[config.mk]
export PLATFORM = sky130hd
export DESIGN_NAME = script_line_tokenizer_unit
export DESIGN_NICKNAME = d
export VERILOG_FILES = /design/src/hdl/slt_pkg.sv /design/src/hdl/script_line_tokenizer_unit.sv /design/src/hdl/slt_cfg_regs.sv /design/src/hdl/slt_core.sv /design/src/hdl/slt_out_buf.sv
export VERILOG_INCLUDE_DIRS = /design/src /design/src/hdl
export SDC_FILE = /design/constraint.sdc
export NUM_CORES = 1
export LEC_CHECK = 0
export BUFFER_PORTS_ARGS = -buffer_cell sky130_fd_sc_hd__buf_2
export CAP_MARGIN = 20
export CORE_MARGIN = 2
export CORE_UTILIZATION = 55
export DETAILED_ROUTE_END_ITERATION = 7
export PLACE_DENSITY = 0.72
export SETUP_SLACK_MARGIN = 0.5
export SYNTH_ARGS = -nofsm -noshare
export SYNTH_HDL_FRONTEND = slang
export SYNTH_SLANG_ARGS = --single-unit
export TNS_END_PERCENT = 30
[constraint.sdc]
create_clock -name clk -period 17.4 [get_ports clk]
set_input_delay 3.48 -clock clk [delete_from_list [all_inputs] [get_ports clk]]
set_output_delay 3.48 -clock clk [all_outputs]
set_load 0.01 [all_outputs]
[src/hdl/assert_macros.svh]
// ---------------------------------------------------------------------------
// assert_macros.svh
// Shared assertion macros for the script line tokenizer RTL.
// ---------------------------------------------------------------------------
`ifndef ASSERT_MACROS_SVH
`define ASSERT_MACROS_SVH

// Property must hold at every clock edge outside reset.
`define SLT_ASSERT(lbl, clk, rst_n, prop, msg) \
	lbl: assert property (@(posedge clk) disable iff (!rst_n) prop) else $error(msg);

// Condition must never be true outside reset.
`define SLT_NEVER(lbl, clk, rst_n, cond, msg) \
	lbl: assert property (@(posedge clk) disable iff (!rst_n) !(cond)) else $error(msg);

`endif

[src/hdl/slt_pkg.sv]
// ---------------------------------------------------------------------------
// slt_pkg
// Shared types and constants of the script line tokenizer.
// ---------------------------------------------------------------------------
`default_nettype none

package slt_pkg;

	// result kinds
	localparam logic [2:0] KIND_BYTE = 3'd0;
	localparam logic [2:0] KIND_TEND = 3'd1;
	localparam logic [2:0] KIND_CMD  = 3'd2;
	localparam logic [2:0] KIND_DONE = 3'd3;
	localparam logic [2:0] KIND_ERR  = 3'd4;

	// error status codes
	localparam logic [2:0] ST_OK     = 3'd0;
	localparam logic [2:0] ST_SIZE   = 3'd1;
	localparam logic [2:0] ST_HEADER = 3'd2;
	localparam logic [2:0] ST_LINE   = 3'd3;
	localparam logic [2:0] ST_LIMIT  = 3'd4;

	// configuration register indexes and reset values
	localparam logic [1:0] REG_MAX_LINE   = 2'd0;
	localparam logic [1:0] REG_MAX_CMDS   = 2'd1;
	localparam logic [1:0] REG_MAX_BYTES  = 2'd2;
	localparam logic [15:0] MAX_LINE_RST  = 16'd8192;
	localparam logic [15:0] MAX_CMDS_RST  = 16'd1024;
	localparam logic [20:0] MAX_BYTES_RST = 21'h100000;

	localparam int          MAX_RES    = 4;
	localparam logic [2:0]  HDR_LEN    = 3'd5;
	localparam logic [20:0] LINE_MAX   = 21'h1FFFFF;
	localparam logic [20:0] LINE_FIRST = 21'd2;

	// character codes
	localparam logic [7:0] CH_TAB   = 8'h09;
	localparam logic [7:0] CH_LF    = 8'h0A;
	localparam logic [7:0] CH_CR    = 8'h0D;
	localparam logic [7:0] CH_SPACE = 8'h20;
	localparam logic [7:0] CH_QUOTE = 8'h22;
	localparam logic [7:0] CH_HASH  = 8'h23;
	localparam logic [7:0] CH_BSL   = 8'h5C;
	localparam logic [7:0] CH_N     = 8'h6E;
	localparam logic [7:0] CH_T     = 8'h74;
	localparam logic [7:0] CH_LOW   = 8'h21;
	localparam logic [7:0] CH_HIGH  = 8'h7E;

	typedef struct packed {
		logic [15:0] max_line_length;
		logic [15:0] max_commands;
		logic [20:0] max_script_bytes;
	} cfg_t;

	typedef struct packed {
		logic [2:0]  kind;
		logic [7:0]  token_byte;
		logic        is_verb;
		logic [20:0] line_num;
		logic [2:0]  status;
		logic        run_last;
	} result_t;

	typedef struct packed {
		logic [2:0]                count;
		result_t [MAX_RES-1:0]     item;
	} res_bundle_t;

	// header magic "VSP1" LF
	function automatic logic [7:0] magic_byte(logic [2:0] idx);
		logic [7:0] b;
		unique case (idx)
			3'd0: b = 8'h56;
			3'd1: b = 8'h53;
			3'd2: b = 8'h50;
			3'd3: b = 8'h31;
			3'd4: b = 8'h0A;
			default: b = 8'h00;
		endcase
		return b;
	endfunction

endpackage

`default_nettype wire

[src/hdl/script_line_tokenizer_unit.sv]
// ---------------------------------------------------------------------------
// script_line_tokenizer_unit
// Script header check, line validation and tokenizing, one byte a beat.
// ---------------------------------------------------------------------------
// Usage:
//   s_* carries one script byte a beat in s_tdata[7:0]; s_tlast marks the
//   final byte of a script. m_* carries results: m_tuser is the kind, m_tlast
//   marks the last result caused by one input byte.
//   cfg_* writes the limit registers (0 line length, 1 commands, 2 bytes);
//   cfg_ready is always high. Write only while the block is idle.
// Timing:
//   A byte passes the input register and then the result buffer before
//   its first result beat. Bytes with no result or one result go at one
//   byte per cycle while m_tready is high. A byte with n results (up to
//   four) keeps the buffer busy until all n have left; the next byte with
//   results waits in the input register until the last of them leaves.
// Reset: all script state returns to the header phase, line counter 2, limits
//   to 8192 / 1024 / 1048576. After the final byte the script state rearms
//   itself; registers keep their values.
// Stall: when m_tready is low the results wait in the result buffer, the
//   input register fills and s_tready drops until results drain.
// ---------------------------------------------------------------------------
`default_nettype none

module script_line_tokenizer_unit #(
	parameter int SCRIPT_BYTES_LIMIT = 1048576
) (
	input  wire logic        clk,
	input  wire logic        arst_n,
	// input stream
	input  wire logic        s_tvalid,
	output logic             s_tready,
	input  wire logic [7:0]  s_tdata,   // [7:0] in_byte
	input  wire logic        s_tlast,   // end_of_script
	// result stream
	output logic             m_tvalid,
	input  wire logic        m_tready,
	output logic [39:0]      m_tdata,   // [7:0] token_byte, [8] is_verb,
	                                    // [29:9] line_num, [32:30] status
	output logic [2:0]       m_tuser,   // [2:0] kind
	output logic             m_tlast,   // run_last
	// configuration writes
	input  wire logic        cfg_valid,
	output logic             cfg_ready,
	input  wire logic [1:0]  cfg_index,
	input  wire logic [20:0] cfg_data
);
	import slt_pkg::*;

	cfg_t        cfg;
	logic        load_ok;
	logic        load;
	res_bundle_t bundle;
	result_t     head;

	slt_cfg_regs u_cfg (
		.clk       (clk),
		.arst_n    (arst_n),
		.cfg_valid (cfg_valid),
		.cfg_ready (cfg_ready),
		.cfg_index (cfg_index),
		.cfg_data  (cfg_data),
		.cfg       (cfg)
	);

	slt_core #(
		.SCRIPT_BYTES_LIMIT (SCRIPT_BYTES_LIMIT)
	) u_core (
		.clk      (clk),
		.arst_n   (arst_n),
		.s_tvalid (s_tvalid),
		.s_tready (s_tready),
		.s_byte   (s_tdata),
		.s_last   (s_tlast),
		.cfg      (cfg),
		.load_ok  (load_ok),
		.load     (load),
		.bundle   (bundle)
	);

	slt_out_buf u_out (
		.clk      (clk),
		.arst_n   (arst_n),
		.load     (load),
		.bundle   (bundle),
		.load_ok  (load_ok),
		.m_tvalid (m_tvalid),
		.m_tready (m_tready),
		.head     (head)
	);

	// pack the head result onto the stream
	assign m_tdata = {7'd0, head.status, head.line_num, head.is_verb, head.token_byte};
	assign m_tuser = head.kind;
	assign m_tlast = head.run_last;

endmodule

`default_nettype wire

[src/hdl/slt_cfg_regs.sv]
// ---------------------------------------------------------------------------
// slt_cfg_regs
// Configuration register file: line, command and script size limits.
// ---------------------------------------------------------------------------
`default_nettype none

module slt_cfg_regs (
	input  wire logic          clk,
	input  wire logic          arst_n,
	input  wire logic          cfg_valid,
	output logic               cfg_ready,
	input  wire logic [1:0]    cfg_index,
	input  wire logic [20:0]   cfg_data,
	output slt_pkg::cfg_t      cfg
);
	import slt_pkg::*;

	cfg_t cfg_q;

	assign cfg_ready = 1'b1;
	assign cfg       = cfg_q;

	// register writes; indexes beyond the list are dropped
	always_ff @(posedge clk or negedge arst_n) begin
		if (!arst_n) begin
			cfg_q.max_line_length  <= MAX_LINE_RST;
			cfg_q.max_commands     <= MAX_CMDS_RST;
			cfg_q.max_script_bytes <= MAX_BYTES_RST;
		end else if (cfg_valid) begin
			unique case (cfg_index)
				REG_MAX_LINE:  cfg_q.max_line_length  <= cfg_data[15:0];
				REG_MAX_CMDS:  cfg_q.max_commands     <= cfg_data[15:0];
				REG_MAX_BYTES: cfg_q.max_script_bytes <= cfg_data;
				default: ;
			endcase
		end
	end

endmodule

`default_nettype wire

[src/hdl/slt_core.sv]
// ---------------------------------------------------------------------------
// slt_core
// Input register, tokenizer state and single-pass result generation.
// ---------------------------------------------------------------------------
`default_nettype none
`include "assert_macros.svh"

module slt_core #(
	parameter int SCRIPT_BYTES_LIMIT = 1048576
) (
	input  wire logic               clk,
	input  wire logic               arst_n,
	input  wire logic               s_tvalid,
	output logic                    s_tready,
	input  wire logic [7:0]         s_byte,
	input  wire logic               s_last,
	input  wire slt_pkg::cfg_t      cfg,
	input  wire logic               load_ok,
	output logic                    load,
	output slt_pkg::res_bundle_t    bundle
);
	import slt_pkg::*;

	localparam int BW = $clog2(SCRIPT_BYTES_LIMIT + 2);
	localparam int CW = (BW > 21) ? BW : 21;
	localparam logic [CW-1:0] PLIM = CW'(SCRIPT_BYTES_LIMIT);

	typedef enum logic [2:0] {
		PH_HEADER, PH_BETWEEN, PH_PLAIN, PH_QUOTED, PH_ESCAPE, PH_COMMENT, PH_FAILED
	} phase_t;

	// input register
	logic       valid_s1;
	logic [7:0] byte_s1;
	logic       last_s1;

	// tokenizer state
	phase_t        phase_q;
	logic [2:0]    hidx_q;
	logic          hbad_q;
	logic          pcr_q;
	logic [16:0]   llen_q;
	logic [20:0]   lcnt_q;
	logic [BW-1:0] bcnt_q;
	logic [16:0]   ccnt_q;
	logic          lht_q;

	// next state
	phase_t        ph;
	logic [2:0]    hidx;
	logic          hbad;
	logic          pcr;
	logic [16:0]   llen;
	logic [20:0]   lcnt;
	logic [BW-1:0] bcnt;
	logic [16:0]   ccnt;
	logic          lht;

	logic [CW-1:0] lim;
	logic          ws;
	logic          fin;
	logic          fin_adv;
	logic          fin_end;
	logic [2:0]    n;
	result_t [MAX_RES-1:0] res;
	logic          take;

	function automatic result_t mk(logic [2:0] k, logic [7:0] b, logic v,
		logic [20:0] ln, logic [2:0] st);
		result_t r;
		r.kind        = k;
		r.token_byte  = b;
		r.is_verb     = v;
		r.line_num    = ln;
		r.status      = st;
		r.run_last    = 1'b0;
		return r;
	endfunction

	// one step of the script parser for the byte in the input register
	always_comb begin
		ph = phase_q; hidx = hidx_q; hbad = hbad_q; pcr = pcr_q; llen = llen_q;
		lcnt = lcnt_q; bcnt = bcnt_q; ccnt = ccnt_q; lht = lht_q;
		n = 3'd0; res = '0; fin = 1'b0; fin_adv = 1'b0; fin_end = 1'b0;
		lim = (CW'(cfg.max_script_bytes) > PLIM) ? PLIM : CW'(cfg.max_script_bytes);
		ws = (byte_s1 == CH_SPACE) || (byte_s1 == CH_TAB);

		if (ph != PH_FAILED) begin
			bcnt = bcnt + BW'(1);
			if (CW'(bcnt) > lim) begin
				res[n[1:0]] = mk(KIND_ERR, 8'd0, 1'b0,
					(ph == PH_HEADER) ? 21'd1 : lcnt, ST_SIZE);
				n = n + 3'd1;
				ph = PH_FAILED;
			end else if (ph == PH_HEADER) begin
				if (byte_s1 != magic_byte(hidx)) hbad = 1'b1;
				hidx = hidx + 3'd1;
				if (hidx == HDR_LEN) begin
					if (hbad) begin
						res[n[1:0]] = mk(KIND_ERR, 8'd0, 1'b0, 21'd1, ST_HEADER);
						n = n + 3'd1;
						ph = PH_FAILED;
					end else begin
						ph = PH_BETWEEN;
					end
				end
			end else if (pcr || byte_s1 == CH_LF) begin
				if (byte_s1 == CH_LF) begin
					fin = 1'b1;
				end else begin
					res[n[1:0]] = mk(KIND_ERR, 8'd0, 1'b0, lcnt, ST_LINE);
					n = n + 3'd1;
					ph = PH_FAILED;
				end
			end else if (byte_s1 == CH_CR) begin
				pcr = 1'b1;
			end else if (!(byte_s1 == CH_TAB || byte_s1 == CH_SPACE
				|| (byte_s1 >= CH_LOW && byte_s1 <= CH_HIGH))) begin
				res[n[1:0]] = mk(KIND_ERR, 8'd0, 1'b0, lcnt, ST_LINE);
				n = n + 3'd1;
				ph = PH_FAILED;
			end else begin
				llen = llen + 17'd1;
				if (llen > {1'b0, cfg.max_line_length}) begin
					res[n[1:0]] = mk(KIND_ERR, 8'd0, 1'b0, lcnt, ST_LINE);
					n = n + 3'd1;
					ph = PH_FAILED;
				end else begin
					// token splitting
					unique case (ph)
						PH_BETWEEN: begin
							if (!ws) begin
								if (byte_s1 == CH_HASH) ph = PH_COMMENT;
								else if (byte_s1 == CH_QUOTE) ph = PH_QUOTED;
								else begin
									res[n[1:0]] = mk(KIND_BYTE, byte_s1, !lht, lcnt, ST_OK);
									n = n + 3'd1;
									ph = PH_PLAIN;
								end
							end
						end
						PH_PLAIN: begin
							if (ws) begin
								res[n[1:0]] = mk(KIND_TEND, 8'd0, !lht, lcnt, ST_OK);
								n = n + 3'd1;
								lht = 1'b1;
								ph = PH_BETWEEN;
							end else begin
								res[n[1:0]] = mk(KIND_BYTE, byte_s1, !lht, lcnt, ST_OK);
								n = n + 3'd1;
							end
						end
						PH_QUOTED: begin
							if (byte_s1 == CH_QUOTE) begin
								res[n[1:0]] = mk(KIND_TEND, 8'd0, !lht, lcnt, ST_OK);
								n = n + 3'd1;
								lht = 1'b1;
								ph = PH_BETWEEN;
							end else if (byte_s1 == CH_BSL) begin
								ph = PH_ESCAPE;
							end else begin
								res[n[1:0]] = mk(KIND_BYTE, byte_s1, !lht, lcnt, ST_OK);
								n = n + 3'd1;
							end
						end
						PH_ESCAPE: begin
							res[n[1:0]] = mk(KIND_BYTE,
								(byte_s1 == CH_N) ? CH_LF : (byte_s1 == CH_T) ? CH_TAB : byte_s1,
								!lht, lcnt, ST_OK);
							n = n + 3'd1;
							ph = PH_QUOTED;
						end
						default: ;
					endcase
				end
			end
		end

		// line finish: first for LF, second for end of script
		for (int p = 0; p < 2; p++) begin
			if (p == 1) begin
				fin = 1'b0;
				if (last_s1 && ph != PH_FAILED) begin
					if (ph == PH_HEADER) begin
						res[n[1:0]] = mk(KIND_ERR, 8'd0, 1'b0, 21'd1, ST_SIZE);
						n = n + 3'd1;
						ph = PH_FAILED;
					end else begin
						fin = 1'b1;
						fin_end = 1'b1;
					end
				end
			end
			fin_adv = (p == 0);
			if (fin) begin
				if (ph == PH_ESCAPE) begin
					res[n[1:0]] = mk(KIND_BYTE, CH_BSL, !lht, lcnt, ST_OK);
					n = n + 3'd1;
				end
				if (ph == PH_ESCAPE || ph == PH_PLAIN || ph == PH_QUOTED) begin
					if (n < 3'(MAX_RES)) begin
						res[n[1:0]] = mk(KIND_TEND, 8'd0, !lht, lcnt, ST_OK);
						n = n + 3'd1;
					end
					lht = 1'b1;
				end
				if (lht) ccnt = ccnt + 17'd1;
				if (lht && ccnt > {1'b0, cfg.max_commands}) begin
					if (n < 3'(MAX_RES)) begin
						res[n[1:0]] = mk(KIND_ERR, 8'd0, 1'b0, lcnt, ST_LIMIT);
						n = n + 3'd1;
					end
					ph = PH_FAILED;
				end else begin
					if (lht && n < 3'(MAX_RES)) begin
						res[n[1:0]] = mk(KIND_CMD, 8'd0, 1'b0, lcnt, ST_OK);
						n = n + 3'd1;
					end
					ph = PH_BETWEEN;
					pcr = 1'b0;
					llen = 17'd0;
					lht = 1'b0;
					if (fin_adv && lcnt < LINE_MAX) lcnt = lcnt + 21'd1;
				end
			end
		end

		if (fin_end && ph != PH_FAILED && n < 3'(MAX_RES)) begin
			res[n[1:0]] = mk(KIND_DONE, 8'd0, 1'b0, lcnt, ST_OK);
			n = n + 3'd1;
		end

		// rearm for the next script
		if (last_s1) begin
			ph = PH_HEADER; hidx = 3'd0; hbad = 1'b0; pcr = 1'b0; llen = 17'd0;
			lcnt = LINE_FIRST; bcnt = '0; ccnt = 17'd0; lht = 1'b0;
		end

		if (n != 3'd0) res[n[1:0] - 2'd1].run_last = 1'b1;
	end

	// items without results retire at once; others wait for the output buffer
	assign take     = valid_s1 && (n == 3'd0 || load_ok);
	assign load     = take && (n != 3'd0);
	assign s_tready = !valid_s1 || take;
	assign bundle.count = n;
	assign bundle.item  = res;

	always_ff @(posedge clk or negedge arst_n) begin
		if (!arst_n) begin
			valid_s1 <= 1'b0;
		end else if (s_tvalid && s_tready) begin
			valid_s1 <= 1'b1;
		end else if (take) begin
			valid_s1 <= 1'b0;
		end
	end

	always_ff @(posedge clk) begin
		if (s_tvalid && s_tready) begin
			byte_s1 <= s_byte;
			last_s1 <= s_last;
		end
	end

	// state commit when the item retires
	always_ff @(posedge clk or negedge arst_n) begin
		if (!arst_n) begin
			phase_q <= PH_HEADER;
			hidx_q  <= 3'd0;
			hbad_q  <= 1'b0;
			pcr_q   <= 1'b0;
			llen_q  <= 17'd0;
			lcnt_q  <= LINE_FIRST;
			bcnt_q  <= '0;
			ccnt_q  <= 17'd0;
			lht_q   <= 1'b0;
		end else if (take) begin
			phase_q <= ph;
			hidx_q  <= hidx;
			hbad_q  <= hbad;
			pcr_q   <= pcr;
			llen_q  <= llen;
			lcnt_q  <= lcnt;
			bcnt_q  <= bcnt;
			ccnt_q  <= ccnt;
			lht_q   <= lht;
		end
	end

	`SLT_ASSERT(a_failed_silent, clk, arst_n, (valid_s1 && phase_q == PH_FAILED) |-> (n == 3'd0), "failed script produced a result")
	`SLT_NEVER(a_line_floor, clk, arst_n, lcnt_q < LINE_FIRST, "line counter below first body line")

endmodule

`default_nettype wire

[src/hdl/slt_out_buf.sv]
// ---------------------------------------------------------------------------
// slt_out_buf
// Result register: holds up to four results of one byte, sends one a beat.
// ---------------------------------------------------------------------------
`default_nettype none
`include "assert_macros.svh"

module slt_out_buf (
	input  wire logic                  clk,
	input  wire logic                  arst_n,
	input  wire logic                  load,
	input  wire slt_pkg::res_bundle_t  bundle,
	output logic                       load_ok,
	output logic                       m_tvalid,
	input  wire logic                  m_tready,
	output slt_pkg::result_t           head
);
	import slt_pkg::*;

	result_t [MAX_RES-1:0] buf_q;
	logic [2:0]            cnt_q;
	logic                  beat;

	assign m_tvalid = (cnt_q != 3'd0);
	assign beat     = m_tvalid && m_tready;
	assign load_ok  = (cnt_q == 3'd0) || (cnt_q == 3'd1 && m_tready);
	assign head     = buf_q[0];

	// fill count
	always_ff @(posedge clk or negedge arst_n) begin
		if (!arst_n) begin
			cnt_q <= 3'd0;
		end else if (load) begin
			cnt_q <= bundle.count;
		end else if (beat) begin
			cnt_q <= cnt_q - 3'd1;
		end
	end

	// payload: load or shift toward the head
	always_ff @(posedge clk) begin
		if (load) begin
			buf_q <= bundle.item;
		end else if (beat) begin
			for (int i = 0; i < MAX_RES - 1; i++) buf_q[i] <= buf_q[i+1];
		end
	end

	`SLT_NEVER(a_cnt_range, clk, arst_n, cnt_q > 3'(MAX_RES), "result count out of range")
	`SLT_ASSERT(a_load_free, clk, arst_n, load |-> load_ok, "load into a busy result buffer")
	`SLT_ASSERT(a_last_mark, clk, arst_n, (cnt_q == 3'd1) |-> head.run_last, "final result lacks run mark")

endmodule

`default_nettype wire
-- Word-level counts from Yosys, hierarchy flattened
Cells that the tools add are included.
- register bits: 299
- output and inout port bits: 47
- add/sub/neg operators: 16
- reduce and logical (&&, ||, !) cells: 54
- equality and inequality tests: 32
- multiplexer cells: 214
- order comparisons: 31
- bitwise logic cells: 3
- operator list (cell ; count):
    $mux 148 ; 22
    $bwmux 148 ; 10
    $mux 37 ; 21
    $demux 37 s2 ; 9
    $mux 17 ; 18
    $mux 111 ; 2
    $mux 3 ; 60
    $mux 21 ; 8
    $pmux 37 s4 ; 1
    $and 136x136->136 ; 1
    $not 136->136 ; 1
    $mux 34 ; 2
    $add 17x1->17 const B ; 3
    $gt 17x16->1 ; 3
    $mux 1 ; 51
    $add 21x1->21 const B ; 2
    $mux 8 ; 5
    $mux 35 ; 1
    $pmux 7 s5 ; 1
    $add 3x1->3 const B ; 9
    $lt 2x3->1 const B ; 9
    $eq 3x2->1 const B ; 8
    $eq 8x4->1 const B ; 3
    $eq 8x6->1 const B ; 3
    31 further kinds ; 97

-- Longest topological paths before layout
Gate-level depths: netlist of run 1.
- depth after elaboration: 53
- depth in mapped cells: 59
- mapped depth without buffers: 55

-- By module
From an unflattened synthesis of run 1, not the netlist that was laid out.
- cell total of the unflattened synthesis: 2233
- area, all modules: 21227.9 µm²
- by module, submodules not included (module ; times used ; area an instance (µm²) ; cells each ; sequential area each (µm²)):
    slt_core ; 1 ; 12839.8 ; 1774 ; 2423.6
    slt_out_buf ; 1 ; 6327.3 ; 336 ; 4519.3
    slt_cfg_regs ; 1 ; 2004.4 ; 115 ; 1330.0
    script_line_tokenizer_unit ; 1 ; 56.3 ; 8 ; 0.0

-- Worst setup path after synthesis of run 1
Ideal clock, no wire load.
- path kind: register to output
- start: register u_core.bcnt_q[0]
- end: output s_tready
- data arrival time: 11.109 ns
- data required time: 13.920 ns
- path buffers: 5
- path slack: 2.811 ns
- cell stages (with the launch flop): 54
- cells stage by stage: dfrtp_1 ha_1 and3_1 and3_1 and3_1 and3_1 and3_1 and3_1 and3_1 nand3_1 xnor2_1 ha_1 a211oi_1 o21ai_1 a221o_1 or4_1 a22o_1 a211o_1 (+18 left out) a21oi_1 nand2_1 ha_1 inv_1 a31o_2 clkbuf_1 o21ai_0 ha_1 inv_1 ha_1 nor2_1 nand3_1 mux2_2 a21o_1 a32oi_1 buf_2 nor3_1 inv_1
- cells in the longest elaborated chain, start to end: 38
- elaborated cells between the ends (all ways): 90
- those cells by class: 10 x add/sub; 8 x order compare; 8 x eq/ne; 48 x mux; 16 x reduce/logical
- ends and longest elaborated chain (element ; line ; source):
    start: declaration ; slt_core.sv:44 ; logic [BW-1:0] bcnt_q;
    start signal: assignment ; slt_core.sv:285 ; bcnt_q <= bcnt;
    $add 21x1->21 (*) ; slt_core.sv:89 ; bcnt = bcnt + BW'(1);
    $gt 21x21->1 (*) ; slt_core.sv:90 ; if (CW'(bcnt) > lim) begin
    $mux 3 ; slt_core.sv:90 ;
    $mux 3 ; slt_core.sv:88 ; if (ph != PH_FAILED) begin
    $add 3x1->3 / $eq 3x3->1 (equally long branches) ; slt_core.sv:198, slt_core.sv:196, slt_core.sv:200 ;
    $mux 3 ; slt_core.sv:196 ; if (ph == PH_ESCAPE) begin
    $mux 3 ; slt_core.sv:195 ; if (fin) begin
    $add 3x1->3 / $lt 3x3->1 (equally long branches) ; slt_core.sv:203, slt_core.sv:201 ;
    (+22 left out) ; -- ;
    $mux 3 ; slt_core.sv:195 ;
    $lt 3x3->1 ; slt_core.sv:228 ; if (fin_end && ph != PH_FAILED && n < 3'(MAX_RES)) begin
    $logic_and 1x1->1 ; slt_core.sv:228 ;
    $mux 3 (*) ; slt_core.sv:228 ;
    $logic_not 3->1 (*) ; slt_core.sv:243 ; assign take = valid_s1 && (n == 3'd0 || load_ok);
    $logic_or 1x1->1 (*) ; slt_core.sv:243 ;
    $logic_and 1x1->1 (*) ; slt_core.sv:243 ;
    $logic_or 1x1->1 (*) ; slt_core.sv:245 ; assign s_tready = !valid_s1 || take;
    end: declaration ; script_line_tokenizer_unit.sv:32 ; output logic s_tready,
Every way passes the cells marked *; elsewhere a longest branch is shown, timed or not. The select of a mux whose other input is x is not followed.

-- Final worst setup path of run 1
Same ends and word-level chain as after synthesis.

==> results of run 1 <==
==> through the flow <==
step | instance area [um2] | worst slack [ps]
after floorplan | 20100 | 2810
after global placement | 20300 | 2180
after detailed placement | 20300 | 1620
after CTS | 21300 | 993
after global routing | 21400 | 487
final | 21400 | 1280
==> flip-flops by register name, indices dropped and copies added, names as in the netlist <==
name and flops:
u_core.valid_s1 1, u_core.hbad_q 1, u_core.hidx_q 3, u_core.bcnt_q 21
u_out.buf_q 87, u_core.lcnt_q 21, u_core.ccnt_q 17, u_core.byte_s1 8
u_core.last_s1 1, u_out.cnt_q 3, u_core.lht_q 1, u_cfg.cfg 53
u_out.head 37, u_core.pcr_q 1, u_core.llen_q 17, u_core.phase_q 3
==> power breakdown <==
group	switching (uW)	internal [uW]	total, uW	leakage [uW]
clock	271	396	667	0.000505
combinational	1890	782	2670	0.00497
sequential	107	996	1100	0.00315
==> logic make-up after synthesis <==
group,Yosys count,synth area share [%]
AO/OA/AOI/OAI,649,21.7
XOR/XNOR,98,4.28
adder cells (fa/ha/maj),110,6.86
buffers and inverters,305,6.90
flip-flops,275,37.7
multiplexers,115,7.28
other,2,0.0374
AND/OR/NAND/NOR,621,15.3
==> worst max-delay path, delay by kind of cell, from the launching register on <==
kind            cells  cell delay, ps
xor+xnor            2             290
mux                 2             640
compound gates     14            3540
buf+inv             4             540
flops               1             400
simple gates       23            4340
fa+ha+maj           8            2270
==> area by class of cell <==
cell class | instances | area [um2] | area share [%]
multi-input combinational | 1602 | 11200 | 52.3
sequential | 275 | 7550 | 35.3
clock buffer | 48 | 890 | 4.16
timing repair buffer | 106 | 618 | 2.89
tap | 461 | 577 | 2.70
inverter | 107 | 407 | 1.90
clock inverter | 10 | 143 | 0.667
antenna | 1 | 2.50 | 0.0117
==> how the worst max path moves through the flow <==
stage                                      start  endpoint  slack, ps  cells past startpoint
detailed placement  u_core.bcnt_q[0]$_DFFE_PN0P_  s_tready       1620                     52
finish              u_core.bcnt_q[0]$_DFFE_PN0P_  s_tready       1280                     53
floorplan           u_core.bcnt_q[0]$_DFFE_PN0P_  s_tready       2810                     53
CTS                 u_core.bcnt_q[0]$_DFFE_PN0P_  s_tready        990                     52
global placement    u_core.bcnt_q[0]$_DFFE_PN0P_  s_tready       2180                     54
global route        u_core.bcnt_q[0]$_DFFE_PN0P_  s_tready        490                     52
==> cells in the final DEF, fill, tap and decap left out, types with 15 or more instances in the layout <==
master and count:
nand2_1 200, a22oi_1 23, xor2_1 43, a31oi_1 31
nor2_1 105, o21ai_1 25, nand2b_1 15, o2bb2ai_1 17
mux2i_1 17, a21o_1 15, dfrtp_1 138, ha_1 110
nand3_1 79, buf_4 30, buf_2 74, inv_1 105
xnor2_1 55, o31ai_1 112, edfxtp_1 133, a22o_1 16
and2_1 15, o21a_1 18, clkbuf_16 31, o211ai_1 21
nor3_1 25, and3_1 38, mux2_2 47, o41ai_1 16
o21ai_0 151, nand4_1 45, a21oi_1 108, mux2_4 50
==> metal layers <==
| layer | track usage (%) | routed length, um | up-vias |
|---|---|---|---|
| li1 | - | - | 7931 |
| met1 | 40.5 | 24400 | 8342 |
| met5 | 0 | 9 | - |
| met3 | 4.56 | 4820 | 167 |
| met4 | 12.2 | 2170 | 2 |
| met2 | 49.6 | 27700 | 893 |
==> repair_timing <==
item                       CTS  global route
hold buffers                 0             0
buffers inserted             0             0
hold endpoints to repair     0             0
setup endpoints to repair    0             1
resized for setup            0             6
==> run metrics, run 1 <==
reg2reg path depth 55; post-route ant nets 0; Layout area overhead 6.57%; die height 195 um; fraction of registers with async set/reset 51.6%; Tot GR Track Use 30.3%; RR Startpoint u_core.bcnt_q[0]$_DFFE_PN0P_; final core utilization 59.8%; Clock Tree Root clkbuf_16; H-tree levels 1; FF+latch count, synth 275; TritonCTS clock tree yes; top-count cell post-synth nand2_1; min Tclk post-route 16120 ps; Netlist cell types 88; Yosys warnings 0; overall power 4440 uW; Least-Margin Pin Slew 1070 ps; reg2reg setup slack 3120 ps; share of cells above drive strength 1 14.1%; Clock Latency Late Sink 590 ps; largest net degree at the start of global routing 75; Static Leakage 0.00863 uW; Vias 17300; hold wc startpoint u_cfg.cfg[33]$_DFFE_PN0P_; DRC errors left 0; crit start category flip-flop; critical path data arrival time 12640 ps; share of the synthesized area in the top cell type 19.9%; hold path depth 1; number of fill cells 3076; routability congestion estimate 0.965; initial antenna violation count 3; Required @ worst endpoint 13920 ps; Yosys top cell by area edfxtp_1; cts bufs inserted 31; DR iter-0 viols 2019; FP Rows 69; die span in x 195 um; RSZ-0062 raised after global routing false; Max stage delay on crit path 680 ps; Inst Count DP 2549; max-cap violation count 0; Syn Area/Cell 9.22 um2; Non-Filler Instances 2610; Port-buffer cells 75; Detailed Place HPWL 40.7 mm; vias per std cell 6.64; CORE AREA 35700 um2; Clock Sinks 275; I/O pins 84; crit end category primary output; vias in the first global route 16600; DRT Wirelength 59.1 mm; FF-to-FF End u_out.head[9]$_DFFE_PP_; Slowest-stage cell, CP or4_1; number of flops mapped to enable cells by yosys 133; fin nets 2270; f_max 62.0 MHz; Clock Skew 11.0 ps; Mapped Cells 2175; Clock Path Buffers 3; final hold slack 507 ps; Hold Violations, Final 0; DRT Pass-1 Iters 6; Die Area 38000 um2; Final Max Slew Viols 0; Hold EP u_cfg.cfg[33]$_DFFE_PN0P_; wire length per cell 22.6 um; Max IR drop VDD 0.340 mV; critical path fanouts, max 23; top post-synthesis cells by count 202 x nand2_1, 152 x o21ai_0, 138 x dfrtp_1, 133 x edfxtp_1, 119 x clkbuf_1; Initial Util 56.1%; Setup violations, final 0; cell mode on critical path ha_1; ranking of synthesized cells by area edfxtp_1 20%, dfrtp_1 17%, ha_1 6.9%; fin crit share 92.6%; first-pass GRT wire length 92.3 mm; gr ovfl total 0; status completed; Worst-path clk slew 60 ps; max_slew headroom 28.7%; PD cells 208 nW/um2; Crit Path Class reg2out; post-synthesis sequential area ratio 37.7%; post-synthesis cell area 20100 um2; Main synth FF type dfrtp_1; Hold Crit Class reg2reg; setup_tns 0 ps
Power figures use the tool's default switching activity.
==> run 2: changes to the inputs <==
- PLACE_DENSITY: 0.72 -> 0.75
- clock period: 17.4 -> 13.8 ns (I/O delays scaled with it)
==> run 2 against run 1 <==
  * Non-clock buffer count increased by 84
  * Sequential cell count did not move
  * Setup slack lost 800 ps
  * Highest routed layer unchanged
  * Clock power is 29% higher
  * Wire length increased by 3.1%
  * Die area stayed put
  * Critical path type unchanged
  * Sequential share of layout area fell by 2.0 points
  * Design area is 6.1% higher
  * Cell count grew 3.2%
  * First-iteration DRC count increased by 2.5%
  * Clock skew rose by 4.9 ps
  * Worst hold slack got worse by 2.6 ps
==> run metrics, run 2 (synthesis results as in run 1) <==
status completed; Hold Buf Count CTS 0 (unchanged); Inst Count DP 2569 (+0.78%); Clock Sinks 275 (unchanged); post-route ant nets 0 (unchanged); cts bufs inserted 31 (unchanged); Clock Tree Root clkbuf_16; Net Sw Frac 50.0% (-1.1 points); DRT Pass-1 Iters 7 (+1); Sw Pwr 3050 uW (+34%); Crit path max-delay family simple AND/OR/NAND/NOR gates; Layout area overhead 13.0%; Hold Violations, Final 0 (unchanged); Clock Skew 15.8 ps (+4.86 ps); Detailed Place HPWL 40.8 mm (+0.41%); largest net degree at the start of global routing 86 (+15%); routability congestion estimate 0.957 (-0.84%); max-cap violation count 0 (unchanged); fin nets 2354 (+3.7%); vias in the first global route 16900 (+1.9%); clock network fraction of total power 14.1% (-0.9 points); Setup violations, final 0 (unchanged); wire length per cell 22.6 um (about the same); commonest non-fill, non-tap cell in the layout nand2_1; final core utilization 63.4% (+3.6 points); Static Leakage 0.00916 uW (+6.1%); Vias 18000 (+3.7%); H-tree levels 1 (unchanged); DR iter-0 viols 2070 (+2.5%); Setup WS post-layout 480 ps (-802 ps); Clock Latency Late Sink 610 ps (+20 ps); first-pass GRT wire length 94.0 mm (+1.8%); die height 195 um (unchanged); Hold Crit Class reg2reg; RSZ-0062 raised after global routing true; share of cells above drive strength 1 21.5% (+7.4 points); Non-Filler Instances 2693 (+3.2%); Tot GR Track Use 30.8% (+0.50 points); critical path data arrival time 10560 ps (-2080 ps); vias per std cell 6.67 (+0.49%); TritonCTS clock tree yes; Slowest-stage cell, CP or4_4; pre-CTS WS -59.4 ps (-1680 ps); Worst-path clk slew 60 ps (about the same); Final Max Slew Viols 0 (unchanged); critical path fanouts, max 8 (-65%); internal power 3050 uW (+40%); Clock Path Buffers 3 (unchanged); Required @ worst endpoint 11040 ps (-2880 ps); Die Area 38000 um2 (unchanged); die span in x 195 um (unchanged); Max stage delay on crit path 590 ps (-90 ps); I/O pins 84 (unchanged); max reg flops 87 (unchanged); Crit Path Class reg2out; max_slew headroom 23.8% (-4.9 points); DRC errors left 0 (unchanged); crit end category primary output; cell mode on critical path and3_4; PD cells 269 nW/um2 (+29%); DRT Wirelength 60.9 mm (+3.1%); Comb pwr share 63.1% (+2.9 points); FP Rows 69 (unchanged); Port-buffer cells 75 (unchanged); # diodes 0 (-1); CP bufs+invs 5 (+1); Seq pwr share 22.8% (-2.0 points); final hold slack 505 ps (-2.55 ps); CORE AREA 35700 um2 (unchanged); fin crit share 96.5%; min Tclk post-route 13320 ps; Initial Util 56.1% (unchanged); crit start category flip-flop; Max IR drop VDD 0.467 mV (+37%); f_max 75.1 MHz; initial antenna violation count 2 (-1); Biggest register u_out.buf_q; Least-Margin Pin Slew 1140 ps (+72.0 ps); gr ovfl total 0 (unchanged); most frequent cells in the layout 193 x nand2_1, 146 x o21ai_0, 138 x dfrtp_1
-- run 2: worst paths after layout --
check                                        startpoint                             to  slack [ps]  cells past startpoint
max reg2reg                u_core.bcnt_q[0]$_DFFE_PN0P_      u_out.buf_q[82]$_DFFE_PP_        1920                     55
min                           u_core.hbad_q$_DFFE_PN0P_      u_core.hbad_q$_DFFE_PN0P_         500                      1
min in group asynchronous                        arst_n      u_cfg.cfg[49]$_DFFE_PN0P_        2170                      1
max in group asynchronous                        arst_n  u_core.ccnt_q[11]$_DFFE_PN0P_       10160                      2
min reg2reg                   u_core.hbad_q$_DFFE_PN0P_      u_core.hbad_q$_DFFE_PN0P_         500                      1
max                        u_core.bcnt_q[0]$_DFFE_PN0P_                       s_tready         480                     53
-- run 2: stage by stage --
| step | setup TNS (ps) | total power [uW] | cell area (um2) |
|---|---|---|---|
| after floorplan | 0 | 3760 | 20100 |
| after global placement | 0 | 4670 | 20500 |
| after detailed placement | -59.4 | 4760 | 20500 |
| after CTS | 0 | 5760 | 22000 |
| after global routing | 0 | 6370 | 22700 |
| final | 0 | 6090 | 22700 |
-- run 2: cell type report --
cell class / instances / area, um2
inverter: 107 / 409
sequential: 275 / 7550
clock buffer: 39 / 826
timing repair buffer: 190 / 1270
tap: 461 / 577
fill: 2931 / 13100
multi-input combinational: 1602 / 11800
clock inverter: 19 / 224
-- run 2: what timing repair did --
action,CTS,global route
pin swaps,28,61
endpoints found under the hold margin,0,0
endpoints found under the setup margin,1,1
gates resized for setup,46,71
buffers inserted,28,37
-- run 2: routing by layer --
metal	vias up	GRT usage (%)	share of wire, %
met2	1033	50.2	47
li1	8093	-	-
met5	-	0	0.053
met1	8648	40.8	40
met4	4	13.9	4.5
met3	196	4.69	8.5
-- run 2: power by group through the flow --
stage	Sequential [uW]	Clock [uW]	Combinational, uW
3_3_place_gp	1390	0	3280
2_1_floorplan	1350	0	2410
3_5_place_dp	1400	0	3350
6_report	1390	861	3840
4_1_cts	1390	872	3500
5_1_grt	1410	905	4050
